File: config.mk
export PLATFORM = sky130hd
export DESIGN_NAME = chs_control
export DESIGN_NICKNAME = d
export VERILOG_FILES = /design/src/rtl/core/chs_pkg.sv /design/src/rtl/core/chs_control.sv
export SDC_FILE = /design/constraint.sdc
export NUM_CORES = 1
export LEC_CHECK = 0
export BUFFER_PORTS_ARGS = -buffer_cell sky130_fd_sc_hd__buf_2
export CORE_AREA = 2 2 39 41
export DETAILED_ROUTE_END_ITERATION = 10
export DIE_AREA = 0 0 41 43
export SETUP_SLACK_MARGIN = 0.5
export SYNTH_ARGS = -nofsm -noshare
export SYNTH_HDL_FRONTEND = slang
export SYNTH_SLANG_ARGS = --single-unit
File: constraint.sdc
create_clock -name clock -period 1.3 [get_ports clock]
set_input_delay 0.065 -clock clock [delete_from_list [all_inputs] [get_ports clock]]
set_output_delay 0.065 -clock clock [all_outputs]
set_load 0.01 [all_outputs]
File: src/rtl/core/chs_pkg.sv
package chs_pkg;

   localparam int STACK_DEPTH = 64;
   localparam int COORD_W     = 15;
   localparam int ADDR_W      = $clog2(STACK_DEPTH);
   localparam int DEPTH_W     = $clog2(STACK_DEPTH + 1);
   localparam int DIFF_W      = COORD_W + 1;
   localparam int PROD_W      = 2 * DIFF_W;

   typedef logic signed [COORD_W-1:0] coord_type;
   typedef logic signed [DIFF_W-1:0]  diff_type;
   typedef logic signed [PROD_W-1:0]  prod_type;
   typedef logic [ADDR_W-1:0]         addr_type;
   typedef logic [DEPTH_W-1:0]        depth_type;

   typedef struct packed {
      coord_type x;
      coord_type y;
   } entry_type;

   typedef struct packed {
      logic load;
      logic scan_rd;
      logic diff_en;
      logic mul_en;
      logic pop;
      logic push;
      logic emit_clr;
      logic emit_rd;
      logic emit_ld;
   } cmd_type;

   typedef struct packed {
      logic depth_ge2;
      logic cp_pos;
      logic last;
      logic out_free;
      logic emit_last;
   } sts_type;

endpackage

File: src/rtl/core/chs_control.sv
module chs_control (
   input  logic             clock,
   input  logic             reset,
   input  logic             req_valid,
   output logic             req_ready,
   input  chs_pkg::sts_type sts,
   output chs_pkg::cmd_type cmd
);
   import chs_pkg::*;

   typedef enum logic [2:0] {
      ST_IDLE,
      ST_CHECK,
      ST_DIFF,
      ST_MUL,
      ST_EVAL,
      ST_PUSH,
      ST_EMIT_RD,
      ST_EMIT_LD
   } state_type;

   state_type state_ff, state_in;

   always_comb begin
      state_in = state_ff;
      cmd      = '0;
      unique case (state_ff)
         ST_IDLE: begin
            cmd.load = req_valid;
            if (req_valid) begin
               state_in = ST_CHECK;
            end
         end
         ST_CHECK: begin
            if (sts.depth_ge2) begin
               cmd.scan_rd = 1'b1;
               state_in    = ST_DIFF;
            end else begin
               state_in = ST_PUSH;
            end
         end
         ST_DIFF: begin
            cmd.diff_en = 1'b1;
            state_in    = ST_MUL;
         end
         ST_MUL: begin
            cmd.mul_en = 1'b1;
            state_in   = ST_EVAL;
         end
         ST_EVAL: begin
            if (sts.cp_pos) begin
               state_in = ST_PUSH;
            end else begin
               cmd.pop  = 1'b1;
               state_in = ST_CHECK;
            end
         end
         ST_PUSH: begin
            cmd.push = 1'b1;
            if (sts.last) begin
               cmd.emit_clr = 1'b1;
               state_in     = ST_EMIT_RD;
            end else begin
               state_in = ST_IDLE;
            end
         end
         ST_EMIT_RD: begin
            cmd.emit_rd = 1'b1;
            state_in    = ST_EMIT_LD;
         end
         ST_EMIT_LD: begin
            if (sts.out_free) begin
               cmd.emit_ld = 1'b1;
               state_in    = sts.emit_last ? ST_IDLE : ST_EMIT_RD;
            end
         end
         default: begin
            state_in = ST_IDLE;
         end
      endcase
   end

   always_ff @(posedge clock) begin
      if (reset) begin
         state_ff <= ST_IDLE;
      end else begin
         state_ff <= state_in;
      end
   end

   assign req_ready = (state_ff == ST_IDLE);

endmodule

**Word-level counts from Yosys, hierarchy flattened**

Index checks and enable logic that the tools add are counted.

- Register bits after elaboration: 3

- Reductions and logical operators: 2
- Equality and inequality tests: 9
- Mux-type cells: 19

Operators by type and width:

| operator | count |
|---|---|
| case mux 3 bit (8 select lines) | 1 |
| two-way mux 3 bit | 6 |
| == test 3 bit, second input constant | 4 |
| two-way mux 1 bit | 11 |
| == test 3 x 2 -> 1 bit, second input constant | 2 |
| != test 2 bit, second input constant | 2 |
| == test 3 x 1 -> 1 bit, second input constant | 1 |
| logical NOT 3 bit | 1 |
| two-way mux 2 bit | 1 |
| AND reduction 2 bit | 1 |

**Logic depth before layout (Yosys ltp)**

- Depth in word-level cells: 3
- Depth in mapped cells: 4

**Worst setup path before layout**

OpenSTA, ideal clock, no wires.

- Kind: reg2out
- Start point: reg state_ff[0]
- End point: out cmd[8] in the netlist's numbering
- Buffers on the path: 1
- Path slack: 207 ps
- Data arrival time: 1028 ps
- Cell stages (with the launch flop): 4
- Path through: dfxtp_1 clkbuf_4 nor3_1 and2_1

RTL lines:

| what | line | RTL |
|---|---|---|
| from (decl) | chs_control.sv:22 | `state_type state_ff, state_in;` |
| from (signal assigned) | chs_control.sv:87 | `state_ff <= state_in;` |
| to (decl) | chs_control.sv:7 | `output chs_pkg::cmd_type cmd` |

==> flow_metrics.env <==
export IMPL_skew_ns=0.00621
export IMPL_drt_pre_antenna_iters=2
export IMPL_clock_path_buffers=2
export IMPL_cts_num_sinks=3
export IMPL_vias_per_cell=4.53
export IMPL_n_antenna_cell=0
export IMPL_use_met1=0.135
export IMPL_largest_reg_flops=3
export IMPL_power_density_nw_per_um2=929
export IMPL_holdCritPathClass="input port to flop"
export IMPL_rows=14
export IMPL_period_needed_ns=1.18
export IMPL_cts_buffers=3
export IMPL_p_leak_nw=0.247
export IMPL_nFillCells=141
export IMPL_placed_area_sq_um=399
export IMPL_synth_adder_area_share=0
export IMPL_reg_top3="state_ff x3"
export IMPL_postCtsHoldBufs=0
export IMPL_slew_headroom=0.854
export IMPL_synth_seq_cells=3
export IMPL_syn_num_nets=45
export IMPL_grt_use_met2=0.144
export IMPL_worstSetupEndpointType="output pin"
export IMPL_core_area_sq_um=1380
export IMPL_area_growth_pct=88.6
export IMPL_die_y_microns=43
export IMPL_ys_warn_count=0
export IMPL_cts_tree="done"
export IMPL_rsz0062_at_grt="yes"
export IMPL_ys_flop_type="dfxtp_1"
export IMPL_hold_depth=2
export IMPL_synthMuxAreaShare=0
export IMPL_critPathKind="flop to output pin"
export IMPL_dp_slack_ns=0.145
export IMPL_setup_ws_ns=0.115
export IMPL_startpoint_type="flop"
export IMPL_drt_total_wl_microns=865
export IMPL_regMostFlops="state_ff"
export IMPL_final_common_cell="buf_2"
export IMPL_grt_overflow=0
export IMPL_wl_per_cell_microns=11.2
export IMPL_synth_top_family_by_area="simple AND/OR/NAND/NOR gates"
export IMPL_synth_simple_area_share=0.491
export IMPL_fp_dieArea_sq_um=1760
export IMPL_drtAntennaViolNets=0
export IMPL_mostFrequentLayoutCells="buf_2 (17), clkbuf_4 (3), buf_6 (3), buf_4 (3), dfxtp_4 (3)"
export IMPL_yosysUniqueCellTypes=24
export IMPL_cp_data_required_time_ns=1.24
export IMPL_outcome="complete, no violations"
export IMPL_detail_route_iter0_violations=3
export IMPL_slew_viol_final=0
export IMPL_top_usage_layer="met2"
export IMPL_ys_seq_area_frac=0.218
export IMPL_reg2reg_to="state_ff[1]"
export IMPL_maxCapViolCount=0
export IMPL_num_io_pins=18
export IMPL_clk_latency_ns=0.24
export IMPL_antenna_found_initial=0
export IMPL_synth_compound_area_frac=0.177
export IMPL_reg2reg_depth=4
export IMPL_synth_async_reset_ratio=0
export IMPL_drive_gt1_frac=0.705
export IMPL_synthXorXnorAreaFrac=0
export IMPL_fin_nets=70
export IMPL_min_period_over_period=0.911
export IMPL_root_buffer="clkbuf_4"
export IMPL_first_global_vias=301
export IMPL_grt_util_met3=0.0157
export IMPL_grt_pass1_wl_mm=1.23
export IMPL_ir_drop_mv=0.266
export IMPL_clk_pin_slew_ns=0.04
export IMPL_postLayoutCellArea_sq_um=519
export IMPL_ff2ff_setup_slack_ns=0.17
export IMPL_synth_area_per_cell_sq_um=7.44
export IMPL_syn_instance_count=37
export IMPL_htreeDepth=1
export IMPL_finalHoldViolCount=0
export IMPL_grt_max_degree=11
export IMPL_fp_dieW_microns=41
export IMPL_route_detailed_drc=0
export IMPL_final_setup_viol_count=0
export IMPL_place_congestion=0.732
export IMPL_synth_area_sq_um=275
export IMPL_min_to="state_ff[0]"
export IMPL_r2r_start="state_ff[0]"
export IMPL_synth_edf_count=0
export IMPL_crit_fanout=6
export IMPL_num_vias=349
export IMPL_clock_fmax_mhz=844
export IMPL_dp_hpwl_microns=554
export IMPL_port_buffers=17
export IMPL_hold_start="reset"
export IMPL_setup_tns_ns=0
export IMPL_start_util=0.199
export IMPL_whs_ns=0.0102
export IMPL_tightest_slew_ns=0.216
export IMPL_grt_usage=0.103
export IMPL_cp_arrival_ns=1.12
## power breakdown
group	switching, mW	internal [mW]
combinational	0.0895	0.0973
clock	0.0577	0.116
sequential	0.0193	0.103
## final cells by class
class	instances	area, sq um	area share
Multi-Input combinational cell	29	253	0.487
Timing Repair Buffer	23	141	0.272
Sequential cell	3	71.3	0.137
Clock buffer	4	26.3	0.0506
Tap cell	16	20.0	0.0386
Inverter	2	7.51	0.0145
## cells in the mapped netlist, types with 2 or more instances
cell	instances	area [sq um]
and3_1	2	12.5
nand3_1	2	10.0
nand2_1	2	7.51
inv_1	2	7.51
nor2b_1	2	12.5
and2_1	2	12.5
nand2b_1	2	12.5
nor2_1	4	15.0
dfxtp_1	3	60.1
a21oi_1	2	10.0
## critical path, cell delays in order (launching register included)
cell     delay (ns)
dfxtp_4        0.34
buf_6          0.13
nor4b_4        0.25
buf_2          0.16
## how the worst max path moves through the flow
stage | from | endpoint
finish | state_ff[1] | cmd[4]
global route | state_ff[1] | cmd[4]
CTS | state_ff[0] | cmd[2]
detailed placement | state_ff[1] | cmd[6]
global placement | state_ff[1] | cmd[6]
floorplan | state_ff[0] | state_ff[1]
## layer usage
layer,part of all wire,wire [microns]
met4,0.028,24
met2,0.51,439
met1,0.42,359
met3,0.047,41
met5,0,0
## per-stage QoR
stage	power, mW	util	std cells
2_1_floorplan	0.227	-	37
3_3_place_gp	0.255	0.288	68
3_5_place_dp	0.256	0.288	68
4_1_cts	0.448	0.339	75
5_1_grt	0.519	0.375	77
6_report	0.483	0.375	77
## logic make-up after synthesis
logic type	after synthesis
simple gates	22
compound gates	7
buf+inv	5
flops	3
## repair_timing
action / 4_1_cts / 5_1_grt
resized for setup: 9 / 10
endpoints found under the setup margin: 13 / 13
buffers inserted: 3 / 2
pin swaps: 1 / 2
Power figures use the tool's default switching activity.
