==> src/rtl/core/chs_pkg.sv <==
package chs_pkg;

   localparam int STACK_DEPTH = 64;
   localparam int COORD_W     = 15;
   localparam int ADDR_W      = $clog2(STACK_DEPTH);
   localparam int DEPTH_W     = $clog2(STACK_DEPTH + 1);
   localparam int DIFF_W      = COORD_W + 1;
   localparam int PROD_W      = 2 * DIFF_W;

   typedef logic signed [COORD_W-1:0] coord_type;
   typedef logic signed [DIFF_W-1:0]  diff_type;
   typedef logic signed [PROD_W-1:0]  prod_type;
   typedef logic [ADDR_W-1:0]         addr_type;
   typedef logic [DEPTH_W-1:0]        depth_type;

   typedef struct packed {
      coord_type x;
      coord_type y;
   } entry_type;

   typedef struct packed {
      logic load;
      logic scan_rd;
      logic diff_en;
      logic mul_en;
      logic pop;
      logic push;
      logic emit_clr;
      logic emit_rd;
      logic emit_ld;
   } cmd_type;

   typedef struct packed {
      logic depth_ge2;
      logic cp_pos;
      logic last;
      logic out_free;
      logic emit_last;
   } sts_type;

endpackage

==> src/rtl/core/chs_datapath.sv <==
module chs_datapath (
   input  logic                clock,
   input  logic                reset,
   input  chs_pkg::cmd_type    cmd,
   output chs_pkg::sts_type    sts,
   input  chs_pkg::coord_type  req_px,
   input  chs_pkg::coord_type  req_py,
   input  logic                req_first_point,
   input  logic                req_last_point,
   output logic                rsp_valid,
   input  logic                rsp_ready,
   output chs_pkg::coord_type  rsp_hull_px,
   output chs_pkg::coord_type  rsp_hull_py,
   output chs_pkg::depth_type  rsp_hull_count,
   output logic                rsp_overflowed,
   output logic                rsp_final_vertex
);
   import chs_pkg::*;

   entry_type stack_ff [STACK_DEPTH];

   coord_type pt_x_ff, pt_y_ff;
   logic      last_ff;
   depth_type depth_ff, depth_in;
   logic      ovf_ff, ovf_in;
   entry_type rd_a_ff, rd_b_ff;
   diff_type  dbx_ff, dby_ff, dcx_ff, dcy_ff;
   prod_type  p1_ff, p2_ff;
   addr_type  k_ff;
   coord_type out_x_ff, out_y_ff;
   depth_type out_count_ff;
   logic      out_ovf_ff, out_final_ff, rsp_valid_ff;

   logic              full;
   depth_type         depth_m1, depth_m2;
   addr_type          addr_a, addr_b;
   logic [PROD_W:0]   cp;
   logic              emit_last;

   assign full     = (depth_ff == DEPTH_W'(STACK_DEPTH));
   assign depth_m1 = depth_ff - DEPTH_W'(1);
   assign depth_m2 = depth_ff - DEPTH_W'(2);
   assign addr_a   = cmd.emit_rd ? k_ff : depth_m2[ADDR_W-1:0];
   assign addr_b   = depth_m1[ADDR_W-1:0];
   assign cp       = {p1_ff[PROD_W-1], p1_ff} - {p2_ff[PROD_W-1], p2_ff};
   assign emit_last = (DEPTH_W'(k_ff) == depth_m1);

   always_comb begin
      depth_in = depth_ff;
      ovf_in   = ovf_ff;
      if (cmd.load && req_first_point) begin
         depth_in = '0;
         ovf_in   = 1'b0;
      end else if (cmd.pop) begin
         depth_in = depth_m1;
      end else if (cmd.push) begin
         if (full) begin
            ovf_in = 1'b1;
         end else begin
            depth_in = depth_ff + DEPTH_W'(1);
         end
      end
   end

   always_ff @(posedge clock) begin
      if (reset) begin
         depth_ff     <= '0;
         ovf_ff       <= 1'b0;
         rsp_valid_ff <= 1'b0;
      end else begin
         depth_ff <= depth_in;
         ovf_ff   <= ovf_in;
         if (cmd.emit_ld) begin
            rsp_valid_ff <= 1'b1;
         end else if (rsp_ready) begin
            rsp_valid_ff <= 1'b0;
         end
      end
   end

   // hull stack memory
   always_ff @(posedge clock) begin
      if (cmd.push && !full) begin
         stack_ff[depth_ff[ADDR_W-1:0]] <= '{x: pt_x_ff, y: pt_y_ff};
      end
      if (cmd.scan_rd || cmd.emit_rd) begin
         rd_a_ff <= stack_ff[addr_a];
         rd_b_ff <= stack_ff[addr_b];
      end
   end

   always_ff @(posedge clock) begin
      if (cmd.load) begin
         pt_x_ff <= req_px;
         pt_y_ff <= req_py;
         last_ff <= req_last_point;
      end
      if (cmd.diff_en) begin
         dbx_ff <= {rd_b_ff.x[COORD_W-1], rd_b_ff.x} - {rd_a_ff.x[COORD_W-1], rd_a_ff.x};
         dby_ff <= {rd_b_ff.y[COORD_W-1], rd_b_ff.y} - {rd_a_ff.y[COORD_W-1], rd_a_ff.y};
         dcx_ff <= {pt_x_ff[COORD_W-1], pt_x_ff} - {rd_a_ff.x[COORD_W-1], rd_a_ff.x};
         dcy_ff <= {pt_y_ff[COORD_W-1], pt_y_ff} - {rd_a_ff.y[COORD_W-1], rd_a_ff.y};
      end
      if (cmd.mul_en) begin
         p1_ff <= dbx_ff * dcy_ff;
         p2_ff <= dcx_ff * dby_ff;
      end
      if (cmd.emit_clr) begin
         k_ff <= '0;
      end else if (cmd.emit_ld) begin
         k_ff <= k_ff + ADDR_W'(1);
      end
      if (cmd.emit_ld) begin
         out_x_ff     <= rd_a_ff.x;
         out_y_ff     <= rd_a_ff.y;
         out_count_ff <= depth_ff;
         out_ovf_ff   <= ovf_ff;
         out_final_ff <= emit_last;
      end
   end

   assign sts.depth_ge2 = (depth_ff >= DEPTH_W'(2));
   assign sts.cp_pos    = !cp[PROD_W] && (cp != '0);
   assign sts.last      = last_ff;
   assign sts.out_free  = !rsp_valid_ff || rsp_ready;
   assign sts.emit_last = emit_last;

   assign rsp_valid        = rsp_valid_ff;
   assign rsp_hull_px      = out_x_ff;
   assign rsp_hull_py      = out_y_ff;
   assign rsp_hull_count   = out_count_ff;
   assign rsp_overflowed   = out_ovf_ff;
   assign rsp_final_vertex = out_final_ff;

endmodule

==> config.mk <==
export PLATFORM = sky130hd
export DESIGN_NAME = chs_datapath
export DESIGN_NICKNAME = d
export VERILOG_FILES = /design/src/rtl/core/chs_pkg.sv /design/src/rtl/core/chs_datapath.sv
export SDC_FILE = /design/constraint.sdc
export NUM_CORES = 2
export LEC_CHECK = 0
export ABC_AREA = 1
export BUFFER_PORTS_ARGS = -buffer_cell sky130_fd_sc_hd__buf_2
export CAP_MARGIN = 15
export CELL_PAD_IN_SITES_DETAIL_PLACEMENT = 1
export CELL_PAD_IN_SITES_GLOBAL_PLACEMENT = 2
export CORE_UTILIZATION = 42
export DETAILED_ROUTE_END_ITERATION = 16
export HOLD_SLACK_MARGIN = 0.03
export PLACE_DENSITY_LB_ADDON = 0.3
export SLEW_MARGIN = 0
export SYNTH_ARGS = -nofsm -noshare
export SYNTH_HDL_FRONTEND = slang
export SYNTH_SLANG_ARGS = --single-unit
==> constraint.sdc <==
create_clock -name clock -period 6.8 [get_ports clock]
set_input_delay 0.68 -clock clock [delete_from_list [all_inputs] [get_ports clock]]
set_output_delay 0.68 -clock clock [all_outputs]
set_load 0.02 [all_outputs]
**Word-level counts from Yosys, hierarchy flattened**

Memories as Yosys holds them, arrays and structs flattened. A register that Yosys moved wholly into a read port is not among the register bits.
Index checks and enable logic that the tools add are counted.

- $add $sub $neg: 9
- $mul: 2
- Div/mod/pow operators: 0
- Order comparisons: 1
- Equality and inequality tests: 3
- Shift operators: 0
- Muxes and demuxes: 8
- Bitwise logic cells: 1
- Reductions and logical operators: 14

Operators with widths:

| kind | count |
|---|---|
| $mul A16 B16 Y32 | 2 |
| $sub A15 B15 Y16 | 4 |
| $reduce_bool A33 Y1 | 1 |
| $sub A32 B32 Y33 | 1 |
| $mux W7 | 3 |
| $add A7 B1 Y7 const B | 1 |
| $eq A6 B7 Y1 | 1 |
| $eq A7 B7 Y1 const B | 1 |
| $ge A7 B2 Y1 const B | 1 |
| $sub A7 B1 Y7 const B | 1 |
| $add A6 B1 Y6 const B | 1 |
| $mux W6 | 1 |
| $sub A6 B2 Y6 const B | 1 |
| $mux W1 | 4 |
| $reduce_bool A2 Y1 | 2 |
| $logic_and A1 B1 Y1 | 3 |
| $logic_not A1 Y1 | 3 |
| $reduce_and A3 Y1 | 1 |
| $logic_or A1 B1 Y1 | 2 |
| $ne A2 B2 Y1 const B | 1 |
| $reduce_and A2 Y1 | 1 |
| $reduce_or A2 Y1 | 1 |
| $not A1 Y1 | 1 |

- Flip-flop bits (word level): 213
- Latch bits: 0
- Memory bits (writable): 1920
- ROM bits: 0
- Input bits: 44
- Output and inout port bits: 45
- Word-level logic and storage cells: 57
- Memories: 1

Memory list:

| name | depth | bits a word | rd ports | clocked after Yosys merged registers in | wr ports | line | RTL |
|---|---|---|---|---|---|---|---|
| stack_ff | 64 | 30 | 2 | 2 | 1 | chs_datapath.sv:20 | `entry_type stack_ff [STACK_DEPTH];` |

**Longest topological paths before layout**

- Depth in word-level cells: 5
- Gate-level depth with buffers: 30
- Mapped depth without buffers: 28

**Worst setup path after synthesis**

Ideal clock, no wire load.

- Path kind: reg-to-reg
- Start point: register dcx_ff[15]
- End point: register p2_ff[29] (data pin)
- Library setup time: 259 ps
- Arrival time: 5647 ps
- Required time: 6541 ps
- Path slack: 894 ps
- Cell stages (with the launch flop): 24
- Buffers on the path: 1
- Clock period less this slack: 5906 ps
- Cells stage by stage: edfxtp_1 -> clkbuf_1 -> nand2_1 -> inv_1 -> fa_1 -> fa_1 -> fa_1 -> fa_1 -> fa_1 -> inv_1 -> fa_1 -> inv_1 -> ha_1 -> nand2_1 -> nor2_1 -> inv_1 -> nor3_1 -> nand2_1 -> o211ai_1 -> nand2_1 -> nand2_1 -> nand2_1 -> nand2_1 -> xor2_1

- Word-level cells in the longest chain between the ends: 1

RTL lines:

| item | line | RTL |
|---|---|---|
| start: declaration | chs_datapath.sv:27 | `diff_type dbx_ff, dby_ff, dcx_ff, dcy_ff;` |
| start signal: assignment | chs_datapath.sv:101 | `dcx_ff <= {pt_x_ff[COORD_W-1], pt_x_ff} - {rd_a_ff.x[COORD_W-1], rd_a_ff.x};` |
| $mul A16 B16 Y32 | chs_datapath.sv:106 | `p2_ff <= dcx_ff * dby_ff;` |
| end signal: assignment | chs_datapath.sv:106 |  |
| end: declaration | chs_datapath.sv:28 | `prod_type p1_ff, p2_ff;` |

Every way passes these cells.
A chain may end at the register's enable or synchronous reset.

**Final worst setup path**

- Start point: register dbx_ff[15]
- End point: register p1_ff[29] (data pin)

- Word-level cells in the longest chain between the ends: 1

RTL lines:

| item | line | RTL |
|---|---|---|
| start: declaration | chs_datapath.sv:27 |  |
| start signal: assignment | chs_datapath.sv:99 | `dbx_ff <= {rd_b_ff.x[COORD_W-1], rd_b_ff.x} - {rd_a_ff.x[COORD_W-1], rd_a_ff.x};` |
| $mul A16 B16 Y32 | chs_datapath.sv:105 | `p1_ff <= dbx_ff * dcy_ff;` |
| end signal: assignment | chs_datapath.sv:105 |  |
| end: declaration | chs_datapath.sv:28 |  |

Every way passes these cells.

==> impl_metrics.yaml <==
outcome:
  status: "finished, final reports clean"
worst_setup_path:
  startpoint_type: "flip-flop"
  critPathArrivalTime_ns: 6.97
  crit_path_end_kind: "flip-flop"
  path_max_fanout: 16
  cp_cell_sequence: "nand2_1 > inv_1 > fa_1 > fa_1 > fa_1 > fa_1 > fa_1 > inv_1 > fa_1 > inv_1 > ha_1 > nand2_1 > inv_1 > nand2_1 > nor3_1 > nand4_1 > nand3_1 > a21oi_1 > o21ai_0 > xor2_1"
  r2r_cells: 20
  crit-reg2reg-capture: "p1_ff[29]"
  slowest_stage: "fa_1"
  critPathMaxStageDelay_ns: 0.72
  path_class: "reg2reg"
  ff2ff_setup_slack_ns: 0.50
  crit_top_cell: "fa_1"
  reg2reg_from: "dbx_ff[15]"
  worstPathRequired_ns: 7.47
die:
  design.die.area_mm2: 0.3076
  io-pin-count: 89
  initial_core_util_pct: 42.29
  die_height_um: 554.6
  fp.coreArea_mm2: 0.3033
  die_w_um: 554.6
  std_cell_rows: 202
sta:
  finClkSkew_ns: 0.1235
  tightest_slew_ns: 1.379
  fin_setup_tns_ns: 0
  fin_crit_sh_pct: 92.63
  max_clock_freq_mhz: 158.8
  final.setup.worst_slack_ns: 0.5009
  setup_viol: 0
  drv_slew: 0
  fin_crit_ns: 6.299
  max_slew_margin_pct: 7.069
  hold_viol_final: 0
  hold_ws_ns: 0.1811
  rsz0062_at_grt: "no"
synth:
  synth-main-ff-cell: "edfxtp_1"
  synthAdderAreaFrac_pct: 10.84
  synth_top_area_share_pct: 50.99
  synth_xor_area_share_pct: 0.9687
  ys_top_cells_by_area: "edfxtp_1 (51%), o21ai_0 (8.5%), fa_1 (8.3%)"
  synth-seq-cells: 2193
  synth.distinct_cells: 49
  yosysWarningCount: 0
  synth_most_common_cell: "edfxtp_1"
  synth_nets: 14121
  synth.cell_area_mm2: 0.1283
  post-synth-top-area-cell: "edfxtp_1"
  synthMuxAreaShare_pct: 0
  yosysSeqAreaShare_pct: 51.23
  ys_async_sr_fraction_pct: 0
  synth_top_family_by_area: "compound AO/OA/AOI/OAI gates"
  synth_area_per_cell_um2: 9.656
  synth_compound_area_share_pct: 17.87
  synth_simple_gate_area_share_pct: 11.17
  netlist_top_cells_count: "edfxtp_1 (2178), o21ai_0 (2175), nor2_1 (1763), inv_1 (1569), nand2_1 (1422)"
  synth_edf_count: 2178
  netlist_instances: 13283
placement:
  dpl.hpwl_um: 324200
  place_area_mm2: 0.1334
  io_buffer_count: 88
  place_ws_ns: 0.4704
  place_congestion: 0.9070
cts:
  root_buffer: "clkbuf_16"
  clk_latency_ns: 0.99
  cts_inserted_buffers: 244
  post_cts_buffers: 0
  clockBufferDepth: 4
  clock-sinks: 2193
  clk_pin_slew_ns: 0.07
  htreeDepth: 4
  cts_tree: "built"
grt:
  overflow: 0
  grt_max_degree: 186
  grt_use_met1_pct: 42.25
  grtUsageMet3_pct: 6.192
  grt_pass1_wl_um: 750700
  gr-max-usage-layer: "met2"
  track_usage_pct: 33.06
  use_met2_pct: 53.53
  antenna_found_initial: 30
  first_global_vias: 111971
worst_hold_path:
  hold_end: "depth_ff[5]"
  whs_path_depth: 4
  hold_class: "in2reg"
  min_from: "req_first_point"
routing:
  drcViolationCount: 0
  via_per_inst: 6.216
  vias: 106919
  wl_per_cell_um: 30.27
  drt_iter0_drc: 12051
  ant_nets: 0
  drtPass1Iterations: 7
  drt_wl_total_um: 520700
layout:
  syn2layout_area_growth_pct: 10.53
  nNetsFinal: 13840
  drive_gt1_share_pct: 6.353
  design_area_mm2: 0.1418
flow_run:
  drv_cap: 0
==> state kept, by name, indices dropped and copies added (netlist names), 16 cells and up <==
name / count
stack_ff: 1920
p2_ff: 32
rd_b_ff: 30
dby_ff: 16
dcy_ff: 16
dbx_ff: 16
rd_a_ff: 30
p1_ff: 32
dcx_ff: 16
==> through the flow <==
step / std cells / util (%)
after floorplan: 13283 / -
after global placement: 16693 / 43.96
after detailed placement: 16695 / 43.97
after CTS: 17182 / 46.70
after global routing: 17187 / 46.73
final: 17200 / 46.74
==> routing by layer <==
metal,vias up,wire length (um)
met3,1253,47140
met1,54938,206100
met5,-,134
met2,5177,238700
met4,18,28540
li1,45533,-
==> worst max path at each step <==
stage	startpoint	to	slack, ns	cells after the start
final	dbx_ff[15]	p1_ff[29]	0.50	20
after global routing	dbx_ff[15]	p1_ff[31]	0.13	20
after CTS	dbx_ff[15]	p1_ff[31]	0.49	20
after detailed placement	dbx_ff[15]	p1_ff[31]	0.47	20
after global placement	dcx_ff[8]	p2_ff[29]	0.60	22
after floorplan	dcx_ff[15]	p2_ff[29]	0.89	23
==> logic make-up (layout without fill, tap and decap cells) <==
kind of cell / count (synthesis) / count (layout)
flops: 2193 / 2193
buf+inv: 2534 / 2458
simple gates: 3643 / 3643
xor+xnor: 141 / 141
compound gates: 3978 / 3978
other cells: 0 / 15
fa+ha+maj: 794 / 794
==> worst max-delay path: cells and delay by family (launching register included) <==
family / cells / cell delay [ns]
adder cells (fa/ha/maj): 7 / 3.68
AND/OR/NAND/NOR: 6 / 0.97
flip-flops: 1 / 0.62
AO/OA/AOI/OAI: 2 / 0.40
buffers and inverters: 4 / 0.26
XOR/XNOR: 1 / 0.10
==> what timing repair did <==
action / in CTS / in global routing
hold buffers: 36 / 0
endpoints found under the hold margin: 41 / 0
gates resized for setup: 0 / 0
==> layout make-up <==
| class | count | area [um2] |
|---|---|---|
| Clock buffer | 288 | 6292 |
| Clock inverter | 163 | 1623 |
| Inverter | 1578 | 5986 |
| Fill cell | 33402 | 161500 |
| Timing Repair Buffer | 429 | 4154 |
| Tap cell | 3978 | 4977 |
| Sequential cell | 2193 | 65710 |
| Antenna cell | 15 | 37.54 |
| Multi-Input combinational cell | 8556 | 52990 |
==> cells in the final DEF (no fill, tap or decap), types with 222 or more instances in the layout <==
master and n:
a21oi_1 446, buf_4 222, clkbuf_16 245, edfxtp_1 2178, fa_1 529, ha_1 264
inv_1 1564, nand2_1 1421, nand3_1 369, nor2_1 1701, o211ai_1 383, o21ai_0 2173
o22ai_1 411
Power is not shown: default switching activity piles up to over one toggle a cycle in this logic, so the estimate is an artifact.
